$ cat src/rtl/srsi_pkg.sv
// shared widths, constants and types for the simpson square integral block
package srsi_pkg;

  localparam int BOUND_W       = 16;               // signed q8.8 bounds
  localparam int CNT_W         = 9;                // interval count
  localparam int AREA_W        = 40;               // result, 16 fraction bits
  localparam int MAX_INTERVALS = 256;              // room for MAX_INTERVALS + 1 points
  localparam int SQ_W          = 2 * BOUND_W;      // square of a bound
  localparam int CUBE_W        = 3 * BOUND_W;      // cube of a bound, signed
  localparam int MAG_W         = CUBE_W - 1;       // magnitude of the cube difference
  localparam int DIV_SHIFT     = 8;                // 768 = 3 * 2^8
  localparam int DIV_W         = MAG_W - DIV_SHIFT;
  localparam int DIV_CNT_W     = $clog2(DIV_W + 1);

  localparam logic [AREA_W-1:0] AREA_MAX = '1;

  // status of the divide-by-three unit
  typedef struct packed {
    logic busy;
    logic done;
  } srsi_div_st_t;

endpackage

$ cat src/rtl/srsi_if.sv
// valid/ready channel interfaces for input and result beats
interface srsi_in_if;
  import srsi_pkg::*;

  logic                      valid;
  logic                      ready;
  logic signed [BOUND_W-1:0] lower_bound;
  logic signed [BOUND_W-1:0] upper_bound;
  logic        [CNT_W-1:0]   intervals;

  modport source (output valid, output lower_bound, output upper_bound,
                  output intervals, input ready);
  modport sink   (input valid, input lower_bound, input upper_bound,
                  input intervals, output ready);
endinterface

interface srsi_out_if;
  import srsi_pkg::*;

  logic              valid;
  logic              ready;
  logic [AREA_W-1:0] area;
  logic              bad_count;
  logic              clipped;

  modport source (output valid, output area, output bad_count, output clipped,
                  input ready);
  modport sink   (input valid, input area, input bad_count, input clipped,
                  output ready);
endinterface

$ cat src/rtl/srsi_div3.sv
// divide by three on one small reciprocal multiplier
module srsi_div3 (
  input  logic                         clk,
  input  logic                         rst_n,
  input  logic                         start,
  input  logic [srsi_pkg::DIV_W-1:0]   dividend,
  output logic [srsi_pkg::DIV_W-1:0]   quotient,
  output srsi_pkg::srsi_div_st_t       status
);
  import srsi_pkg::*;

  localparam int LO_W   = 20;              // 2^20 is one more than a multiple of three
  localparam int HI_W   = DIV_W - LO_W;
  localparam int SUM_W  = LO_W + 1;
  localparam int PROD_W = SUM_W + LO_W;
  localparam logic [LO_W-1:0] SPLIT_THIRD = LO_W'(349525);  // (2^20 - 1) / 3
  localparam logic [LO_W-1:0] RECIP_3     = LO_W'(699051);  // (2^21 + 1) / 3, exact below 2^21

  typedef enum logic [1:0] {
    PH_IDLE,
    PH_SPLIT,
    PH_RECIP,
    PH_SUM
  } phase_t;

  phase_t              phase_r;
  logic [DIV_W-1:0]    x_r;
  logic [2*HI_W-1:0]   hp_r;
  logic [SUM_W-1:0]    s_r;
  logic [LO_W-1:0]     q2_r;
  logic [DIV_W-1:0]    quo_r;
  logic                done_r;
  logic [HI_W-1:0]     x_hi;
  logic [LO_W-1:0]     x_lo;
  logic [SUM_W-1:0]    mul_x;
  logic [LO_W-1:0]     mul_c;
  logic [PROD_W-1:0]   prod;

  assign x_hi = x_r[DIV_W-1:LO_W];
  assign x_lo = x_r[LO_W-1:0];

  // x = hi * 2^20 + lo, so x / 3 = hi * (2^20 - 1) / 3 + (hi + lo) / 3
  always_comb begin
    mul_x = (phase_r == PH_SPLIT) ? SUM_W'(x_hi) : s_r;
    mul_c = (phase_r == PH_SPLIT) ? SPLIT_THIRD : RECIP_3;
    prod  = PROD_W'(mul_x) * PROD_W'(mul_c);
  end

  always_ff @(posedge clk) begin
    if (!rst_n) begin
      phase_r <= PH_IDLE;
      done_r  <= 1'b0;
    end else begin
      done_r <= (phase_r == PH_SUM);
      unique case (phase_r)
        PH_IDLE: begin
          if (start) begin
            x_r     <= dividend;
            phase_r <= PH_SPLIT;
          end
        end
        PH_SPLIT: begin
          hp_r    <= prod[2*HI_W-1:0];
          s_r     <= SUM_W'(x_hi) + SUM_W'(x_lo);
          phase_r <= PH_RECIP;
        end
        PH_RECIP: begin
          q2_r    <= prod[PROD_W-1:SUM_W];
          phase_r <= PH_SUM;
        end
        PH_SUM: begin
          quo_r   <= DIV_W'(hp_r) + DIV_W'(q2_r);
          phase_r <= PH_IDLE;
        end
        default: phase_r <= PH_IDLE;
      endcase
    end
  end

  assign quotient    = quo_r;
  assign status.busy = (phase_r != PH_IDLE);
  assign status.done = done_r;

endmodule

$ cat src/rtl/simpson_rule_square_integral.sv
// top level: composite simpson integral of x squared in fixed point
//
// channels: in_ch carries lower_bound, upper_bound (signed q8.8) and
// intervals; out_ch returns area (unsigned, 16 fraction bits, truncated),
// bad_count and clipped. a beat moves on a clock edge with valid and ready high.
// simpson's rule is exact for x squared, so the weighted sum reduces to
// |B^3 - A^3| / 768 on the raw bounds: one shared 32x16 multiplier forms both
// cubes in turn, the sub state hands the difference to the divider, then the
// divide by three runs on a small reciprocal multiplier.
// a rejected count (zero, odd or above the point budget) skips the arithmetic.
// one item at a time: in_ch.ready is high only while the sequencer is idle,
// so no new beat is taken until the last result reaches the output register.
// the result sits in an output register; a new input beat is taken while
// it waits, but a finished result is held until the receiver takes the
// pending one, so a stalled receiver stalls the block after one item.
// reset (synchronous, active low) returns to idle with no result pending.
module simpson_rule_square_integral (
  input  logic       clk,
  input  logic       rst_n,
  srsi_in_if.sink    in_ch,
  srsi_out_if.source out_ch
);
  import srsi_pkg::*;

  typedef enum logic [2:0] {
    ST_IDLE,
    ST_MUL,
    ST_SUB,
    ST_DIV,
    ST_DONE
  } state_t;

  state_t state_r;
  logic [1:0] step_r;               // multiplier step: lo^2, lo^3, hi^2, hi^3

  // operands and intermediate products
  logic signed [BOUND_W-1:0] lo_r;
  logic signed [BOUND_W-1:0] hi_r;
  logic signed [SQ_W-1:0]    sq_r;
  logic signed [CUBE_W-1:0]  lo3_r;
  logic signed [CUBE_W-1:0]  hi3_r;

  // finished result waiting for the output register
  logic [AREA_W-1:0] res_area_r;
  logic              res_bad_r;
  logic              res_clip_r;

  // output register
  logic              out_valid_r;
  logic [AREA_W-1:0] out_area_r;
  logic              out_bad_r;
  logic              out_clip_r;

  logic                      in_fire;
  logic                      out_fire;
  logic                      out_load;
  logic                      cnt_bad;
  logic signed [BOUND_W-1:0] mul_op;
  logic signed [SQ_W-1:0]    mul_a;
  logic signed [CUBE_W-1:0]  prod;
  logic signed [CUBE_W-1:0]  diff;
  logic [MAG_W-1:0]          mag;
  logic                      div_start;
  logic [DIV_W-1:0]          div_quo;
  srsi_div_st_t              div_st;
  logic [AREA_W:0]           area_ext;

  assign in_ch.ready = (state_r == ST_IDLE);
  assign in_fire     = in_ch.valid && in_ch.ready;
  assign out_fire    = out_valid_r && out_ch.ready;

  // hand over once the output register is free or being emptied
  assign out_load    = (state_r == ST_DONE) && (!out_valid_r || out_ch.ready);

  // count must be even, nonzero and within the sample point budget
  assign cnt_bad = (in_ch.intervals == '0) || in_ch.intervals[0] ||
                   (in_ch.intervals > CNT_W'(MAX_INTERVALS));

  // shared multiplier: odd steps reuse the square just formed
  always_comb begin
    mul_op = step_r[1] ? hi_r : lo_r;
    mul_a  = step_r[0] ? sq_r : {{(SQ_W - BOUND_W){mul_op[BOUND_W-1]}}, mul_op};
    prod   = mul_a * mul_op;
  end

  // magnitude of the cube difference, the 2^8 of 768 taken as a shift
  always_comb begin
    diff = hi3_r - lo3_r;
    mag  = diff[CUBE_W-1] ? MAG_W'(-diff) : diff[MAG_W-1:0];
  end

  assign div_start = (state_r == ST_SUB);

  srsi_div3 u_div3 (
    .clk      (clk),
    .rst_n    (rst_n),
    .start    (div_start),
    .dividend (mag[MAG_W-1:DIV_SHIFT]),
    .quotient (div_quo),
    .status   (div_st)
  );

  // saturation check on the quotient
  assign area_ext = (AREA_W + 1)'(div_quo);

  always_ff @(posedge clk) begin
    if (!rst_n) begin
      state_r     <= ST_IDLE;
      step_r      <= '0;
      out_valid_r <= 1'b0;
    end else begin
      if (out_load) begin
        out_valid_r <= 1'b1;
      end else if (out_fire) begin
        out_valid_r <= 1'b0;
      end
      unique case (state_r)
        ST_IDLE: begin
          if (in_fire) begin
            lo_r   <= in_ch.lower_bound;
            hi_r   <= in_ch.upper_bound;
            step_r <= '0;
            if (cnt_bad) begin
              res_area_r <= '0;
              res_bad_r  <= 1'b1;
              res_clip_r <= 1'b0;
              state_r    <= ST_DONE;
            end else begin
              state_r <= ST_MUL;
            end
          end
        end
        ST_MUL: begin
          step_r <= step_r + 1'b1;
          unique case (step_r)
            2'd0, 2'd2: sq_r  <= prod[SQ_W-1:0];
            2'd1:       lo3_r <= prod;
            2'd3: begin
              hi3_r   <= prod;
              state_r <= ST_SUB;
            end
            default: ;
          endcase
        end
        ST_SUB: begin
          state_r <= ST_DIV;
        end
        ST_DIV: begin
          if (div_st.done) begin
            res_clip_r <= area_ext[AREA_W];
            res_area_r <= area_ext[AREA_W] ? AREA_MAX : area_ext[AREA_W-1:0];
            res_bad_r  <= 1'b0;
            state_r    <= ST_DONE;
          end
        end
        ST_DONE: begin
          if (out_load) begin
            out_area_r <= res_area_r;
            out_bad_r  <= res_bad_r;
            out_clip_r <= res_clip_r;
            state_r    <= ST_IDLE;
          end
        end
        default: state_r <= ST_IDLE;
      endcase
    end
  end

  assign out_ch.valid     = out_valid_r;
  assign out_ch.area      = out_area_r;
  assign out_ch.bad_count = out_bad_r;
  assign out_ch.clipped   = out_clip_r;

`ifndef NO_ASSERTIONS
  // the divider only finishes while the sequencer waits for it
  a_div_done_in_div: assert property (@(posedge clk) disable iff (!rst_n)
    div_st.done |-> (state_r == ST_DIV))
    else $error("divider finished outside the divide state");

  // no new item is taken while the divider is still working
  a_no_accept_busy: assert property (@(posedge clk) disable iff (!rst_n)
    in_ch.ready |-> !div_st.busy)
    else $error("input ready while divider busy");

  // a rejected count always reports zero area and no saturation
  a_bad_zero: assert property (@(posedge clk) disable iff (!rst_n)
    (out_valid_r && out_bad_r) |-> (out_area_r == '0) && !out_clip_r)
    else $error("rejected count with nonzero result");

  // after an accepted beat the block is busy on the next cycle
  a_busy_after_accept: assert property (@(posedge clk) disable iff (!rst_n)
    in_fire |=> !in_ch.ready)
    else $error("input ready straight after accepting a beat");
`endif

endmodule
$ cat src/flat_wrapper.sv
// flat-port wrapper written by rule: the top's interface ports become plain ports
module simpson_rule_square_integral_flat import srsi_pkg::*;
  (clk, rst_n, in_ch_valid, in_ch_lower_bound, in_ch_upper_bound, in_ch_intervals, in_ch_ready, out_ch_valid, out_ch_area, out_ch_bad_count, out_ch_clipped, out_ch_ready);
  srsi_in_if in_ch_i ();
  srsi_out_if out_ch_i ();
  input  logic clk;
  input  logic rst_n;
  input wire logic [$bits(in_ch_i.valid)-1:0] in_ch_valid;
  input wire logic [$bits(in_ch_i.lower_bound)-1:0] in_ch_lower_bound;
  input wire logic [$bits(in_ch_i.upper_bound)-1:0] in_ch_upper_bound;
  input wire logic [$bits(in_ch_i.intervals)-1:0] in_ch_intervals;
  output wire logic [$bits(in_ch_i.ready)-1:0] in_ch_ready;
  output wire logic [$bits(out_ch_i.valid)-1:0] out_ch_valid;
  output wire logic [$bits(out_ch_i.area)-1:0] out_ch_area;
  output wire logic [$bits(out_ch_i.bad_count)-1:0] out_ch_bad_count;
  output wire logic [$bits(out_ch_i.clipped)-1:0] out_ch_clipped;
  input wire logic [$bits(out_ch_i.ready)-1:0] out_ch_ready;
  assign in_ch_i.valid = in_ch_valid;
  assign in_ch_i.lower_bound = in_ch_lower_bound;
  assign in_ch_i.upper_bound = in_ch_upper_bound;
  assign in_ch_i.intervals = in_ch_intervals;
  assign in_ch_ready = in_ch_i.ready;
  assign out_ch_valid = out_ch_i.valid;
  assign out_ch_area = out_ch_i.area;
  assign out_ch_bad_count = out_ch_i.bad_count;
  assign out_ch_clipped = out_ch_i.clipped;
  assign out_ch_i.ready = out_ch_ready;
  simpson_rule_square_integral u_core (.clk(clk), .rst_n(rst_n), .in_ch(in_ch_i), .out_ch(out_ch_i));
endmodule
$ cat config.mk
export PLATFORM = sky130hd
export DESIGN_NAME = simpson_rule_square_integral_flat
export DESIGN_NICKNAME = d
export VERILOG_FILES = /design/src/rtl/srsi_pkg.sv /design/src/rtl/srsi_if.sv /design/src/rtl/srsi_div3.sv /design/src/rtl/simpson_rule_square_integral.sv /design/src/flat_wrapper.sv
export SDC_FILE = /design/constraint.sdc
export NUM_CORES = 2
export LEC_CHECK = 0
export BUFFER_PORTS_ARGS = -buffer_cell sky130_fd_sc_hd__buf_2
export CAP_MARGIN = 10
export CORE_MARGIN = 2
export CORE_UTILIZATION = 60
export CTS_BUF_LIST = sky130_fd_sc_hd__clkbuf_2 sky130_fd_sc_hd__clkbuf_4 sky130_fd_sc_hd__clkbuf_8
export DETAILED_ROUTE_END_ITERATION = 12
export PLACE_DENSITY_LB_ADDON = 0.3
export SLEW_MARGIN = 20
export SYNTH_ARGS = -nofsm -noshare
export SYNTH_HDL_FRONTEND = slang
export SYNTH_SLANG_ARGS = --single-unit
export TNS_END_PERCENT = 50
$ cat constraint.sdc
create_clock -name clk -period 26.1 [get_ports clk]
set_input_delay 2.61 -clock clk [delete_from_list [all_inputs] [get_ports clk]]
set_output_delay 2.61 -clock clk [all_outputs]
set_load 0.01 [all_outputs]
Word-level counts from Yosys, hierarchy flattened:

Cells that the tools add are included.

* flip-flop bits (word level): 410
* bits of input ports: 45
* word-level logic and storage cells: 100
* output and inout bits: 44

* multiply operators: 2
* multiplexer cells: 28
* eq/ne operators: 16
* reduce and logical (&&, ||, !) cells: 27
* add/sub/neg operators: 5
* magnitude comparators: 1

Operators with widths (count)
* 40-bit two-way mux: 3
* 40-bit one-hot mux with 2 select lines: 1
* 32-bit by 16-bit multiplier with 48-bit output: 1
* 48-bit subtractor: 1
* 47-bit two-way mux: 1
* 47-bit negation: 1
* 21-bit by 20-bit multiplier with 41-bit output: 1
* 38-bit by 20-bit adder with 39-bit output: 1
* 32-bit two-way mux: 1
* 19-bit by 20-bit adder with 21-bit output: 1
* 21-bit two-way mux: 1
* 20-bit two-way mux: 1
* 3-bit AND reduction: 6
* 16-bit two-way mux: 1
* 3-bit two-way mux: 5
* 3-bit one-hot mux with 5 select lines: 1
* 9-bit > comparator, second input constant: 1
* 9-bit logical NOT: 1
* 2-bit equality test, second input constant: 4
* 2-bit one-hot mux with 4 select lines: 1
* 2-bit AND reduction: 4
* 1-bit two-way mux: 7
* 3-bit by 2-bit equality test with 1-bit output, second input constant: 2
* 2-bit by 1-bit != test with 1-bit output, second input constant: 3
* other kinds (17): 29

Depth between registers and ports, before layout:

* word-level depth: 6
* mapped depth: 32

Cells and area by module:

From an unflattened synthesis, not the netlist that was laid out.

* cell total of the unflattened synthesis: 4876
* area, all modules: 48246.3 um2

By module, submodules not included
* simpson_rule_square_integral: seq. area each 7327.0 um2, area each 30264.0 um2, times used 1, cells each 3132
* srsi_div3: seq. area each 4774.6 um2, area each 17982.2 um2, times used 1, cells each 1744

Worst setup path before layout:

OpenSTA, ideal clock, no wires.

* path kind: reg2reg
* start point: register u_core.step_r[1]
* end point: register u_core.hi3_r[47], data pin
* arrival: 7.946 ns
* setup time: 0.264 ns
* cell stages (with the launch flop): 29
* setup slack: 17.890 ns
* cell sequence: dfxtp_1 buf_1 buf_1 mux2i_1 a21boi_1 nand2_1 fa_1 inv_1 fa_1 fa_1 fa_1 fa_1 inv_1 fa_1 inv_1 ha_1 and4_1 a2111oi_0 o21ai_0 a31o_2 a41oi_1 o211ai_1 a31o_2 a211o_1 a41oi_1 nor2_1 a221o_1 a21oi_1 xnor2_1

* cells in the longest elaborated chain, start to end: 3

RTL lines
* start, declared: line simpson_rule_square_integral.sv:34 `logic [1:0] step_r;`
* start signal, assigned: line simpson_rule_square_integral.sv:134 `step_r <= step_r + 1'b1;`
* 16-bit two-way mux *: line simpson_rule_square_integral.sv:81 `mul_op = step_r[1] ? hi_r : lo_r;`
* 32-bit two-way mux: line simpson_rule_square_integral.sv:82 `mul_a = step_r[0] ? sq_r : {{(SQ_W - BOUND_W){mul_op[BOUND_W-1]}}, mul_op};`
* 32-bit by 16-bit multiplier with 48-bit output *: line simpson_rule_square_integral.sv:83 `prod = mul_a * mul_op;`
* via u_core.prod[47]: line simpson_rule_square_integral.sv:60 `logic signed [CUBE_W-1:0] prod;`
* end signal, assigned: line simpson_rule_square_integral.sv:139 `hi3_r <= prod;`
* end, declared: line simpson_rule_square_integral.sv:41 `logic signed [CUBE_W-1:0] hi3_r;`

The timed path passes the listed nets; every way through them passes the cells marked *.
A chain may end at the register's enable or synchronous reset.

Worst setup path after layout:

* start point: register u_core.step_r[0]
* end point: register u_core.hi3_r[47], data pin

* cells in the longest elaborated chain, start to end: 2

RTL lines (line)
* 32-bit two-way mux: simpson_rule_square_integral.sv:82
* 32-bit by 16-bit multiplier with 48-bit output: simpson_rule_square_integral.sv:83
* via u_core.prod[47]: simpson_rule_square_integral.sv:60

The timed path passes the listed nets, and every way through them passes these cells.

==> impl_metrics.env <==
export IMPL_post_cts_buffers=0
export IMPL_finalCritPeriodShare_pct=37.3
export IMPL_grt_first_pass_wirelength_um=180000
export IMPL_clk_latency_ns=0.67
export IMPL_synthesis_instances=4549
export IMPL_cts_root_buf="clkbuf_8"
export IMPL_drtIter0Drc=2560
export IMPL_ys_flop_type="edfxtp_1"
export IMPL_final_nets=5737
export IMPL_hold_path_class="reg2reg"
export IMPL_coreArea_mm2=0.0762
export IMPL_cp_slowest_cell="nand2_1"
export IMPL_drc=0
export IMPL_initial_utilization_pct=60.7
export IMPL_antenna_found_initial=2
export IMPL_grt_max_degree=60
export IMPL_finClkSkew_ns=0.0396
export IMPL_wl_per_cell_um=19.6
export IMPL_cts_tree="yes"
export IMPL_wirelength_um=112000
export IMPL_viasPerCell=5.63
export IMPL_port_buffers=86
export IMPL_endpoint_kind="flip-flop"
export IMPL_arrival_ns=10.11
export IMPL_numCtsBuffers=68
export IMPL_place_gp_congestion=0.974
export IMPL_slew_viol_final=0
export IMPL_die_h_um=282
export IMPL_synthArstFlopShare_pct=0
export IMPL_maxCapViolations=0
export IMPL_cts_resized=0
export IMPL_multi_input_area_mm2=0.0302
export IMPL_numClockSinks=406
export IMPL_num_rows=101
export IMPL_fp_dieArea_mm2=0.0794
export IMPL_yosys_warnings=0
export IMPL_ys_seq_area_share_pct=26.1
export IMPL_postRouteAntennaNets=0
export IMPL_area_growth_pct=6.37
export IMPL_final_cell_mix="inv_1, fa_1, nand2_1"
export IMPL_clockBufferDepth=3
export IMPL_syn_area_per_cell_um2=10.2
export IMPL_first_pass_iters=6
export IMPL_rsz0062_at_grt="false"
export IMPL_clock_fmax_mhz=103
export IMPL_finalHoldViolations=0
export IMPL_critPathRequiredTime_ns=26.48
export IMPL_final_fill_count=6067
export IMPL_worstRegToRegCells=30
export IMPL_overflow=0
export IMPL_grt_pass1_vias=33604
export IMPL_cpMostUsedCell="fa_1"
export IMPL_finalSetupTns_ns=0
export IMPL_ys_types=85
export IMPL_drive_gt1_share_pct=6.23
export IMPL_area_sequential_mm2=0.0121
export IMPL_path_class="reg2reg"
export IMPL_outcome="completed"
export IMPL_yosys_register_bits=406
export IMPL_critPathLaunchType="flip-flop"
export IMPL_cp_max_fo=44
export IMPL_h_tree_depth=3
export IMPL_track_usage_pct=29.5
export IMPL_clk_pin_slew_ns=0.06
export IMPL_min_period_ns=9.73
export IMPL_cpPeakStageDelay_ns=0.69
export IMPL_num_vias=31989
export IMPL_holdPathStages=0
export IMPL_dp_hpwl_um=91900
export IMPL_worst_pin_slew_ns=1.14
export IMPL_layout_commonest_cell="inv_1"
export IMPL_ios=89
export IMPL_hold_buffers=0
export IMPL_synthesis_area_mm2=0.0463
export IMPL_synth_edff_count=397
export IMPL_slew_headroom_pct=23.5
export IMPL_die_x_um=282
export IMPL_setup_viol=0
==> layout make-up <==
class	instances	share of cell area [%]
multi-input cells	3075	61.4
flip-flops and latches	406	24.6
inverters	928	7.08
well taps	1030	2.62
clock buffers	81	2.10
repair buffers	120	1.42
clock inverters	42	0.816
diodes	2	0.0102
==> final timing paths <==
path	startpoint	to	slack, ns
max	u_core.step_r[0]	u_core.hi3_r[47]	16.37
min	u_core.res_area_r[0]	u_core.out_ch.area[0]	0.41
max reg2reg	u_core.step_r[0]	u_core.hi3_r[47]	16.37
min reg2reg	u_core.res_area_r[0]	u_core.out_ch.area[0]	0.41
==> Yosys cell counts, types with 21 or more instances <==
cell	number	area, um2
nand2_1	481	1810
o21ai_0	99	495
inv_1	927	3480
nand3_1	50	250
nor3_1	41	205
nor2b_1	32	200
o21a_1	44	330
xor2_1	57	499
ha_1	391	4890
a21o_1	78	586
a21oi_1	158	791
nor2_1	326	1220
clkbuf_1	135	507
and3_1	21	131
nand2b_1	59	369
edfxtp_1	397	11900
xnor2_1	161	1410
fa_1	702	14100
and2_1	62	388
==> sequential cells by signal (all words and copies together) (netlist names) <==
| signal | cells |
|---|---|
| u_core.u_div3.hp_r | 38 |
| u_core.step_r | 2 |
| u_core.lo_r | 16 |
| u_core.hi3_r | 48 |
| u_core.u_div3.q2_r | 20 |
| u_core.res_bad_r | 1 |
| u_core.state_r | 3 |
| u_core.out_ch.area | 39 |
| u_core.u_div3.x_r | 39 |
| u_core.u_div3.phase_r | 2 |
| u_core.hi_r | 16 |
| u_core.out_ch.valid | 1 |
| u_core.u_div3.s_r | 21 |
| u_core.u_div3.quotient | 39 |
| u_core.u_div3.done_r | 1 |
| u_core.res_area_r | 39 |
| u_core.sq_r | 32 |
| u_core.out_ch.bad_count | 1 |
| u_core.lo3_r | 48 |
==> stage by stage <==
stage	setup WS (ns)	instances	utilization, %	hold slack [ns]	area (um2)
2_1_floorplan	17.89	4561	-	0.400	46300
3_3_place_gp	16.67	5558	62.7	0.401	47800
3_5_place_dp	16.53	5558	62.7	0.405	47800
4_1_cts	16.48	5681	64.6	0.413	49200
5_1_grt	15.72	5683	64.6	0.423	49200
6_report	16.37	5684	64.6	0.414	49200
==> metal layers <==
| metal | vias up | global-route usage [%] | part of all wire, % |
|---|---|---|---|
| met4 | 2 | 12.0 | 4.5 |
| met5 | - | 0 | 0.012 |
| met3 | 283 | 5.32 | 7.3 |
| met1 | 15922 | 37.3 | 40 |
| li1 | 14586 | - | - |
| met2 | 1196 | 50.3 | 49 |
==> critical path: cells and delay by family, from the launching register on <==
family          cells  cell delay, ns
buf+inv             7            1.22
simple gates        4            1.15
fa+ha+maj           7            3.29
xor+xnor            1            0.10
compound gates     11            3.34
flops               1            0.30
==> kinds of logic (layout without fill, tap and decap cells) <==
family                     after synthesis  count (layout)  share of synthesized area (%)
and+or+nand+nor                       1154            1154                           11.3
muxes                                   31              31                          0.714
adders and majority gates             1093            1093                           40.9
AOI/OAI and AO/OA                      565             565                           7.98
DFF                                    406             406                           26.1
xor gates and xnor gates               218             218                           4.13
buffers and inverters                 1080            1171                           8.81
other                                    2              16                         0.0162
Power is not shown: default switching activity piles up to over one toggle a cycle in this logic, so the estimate is an artifact.
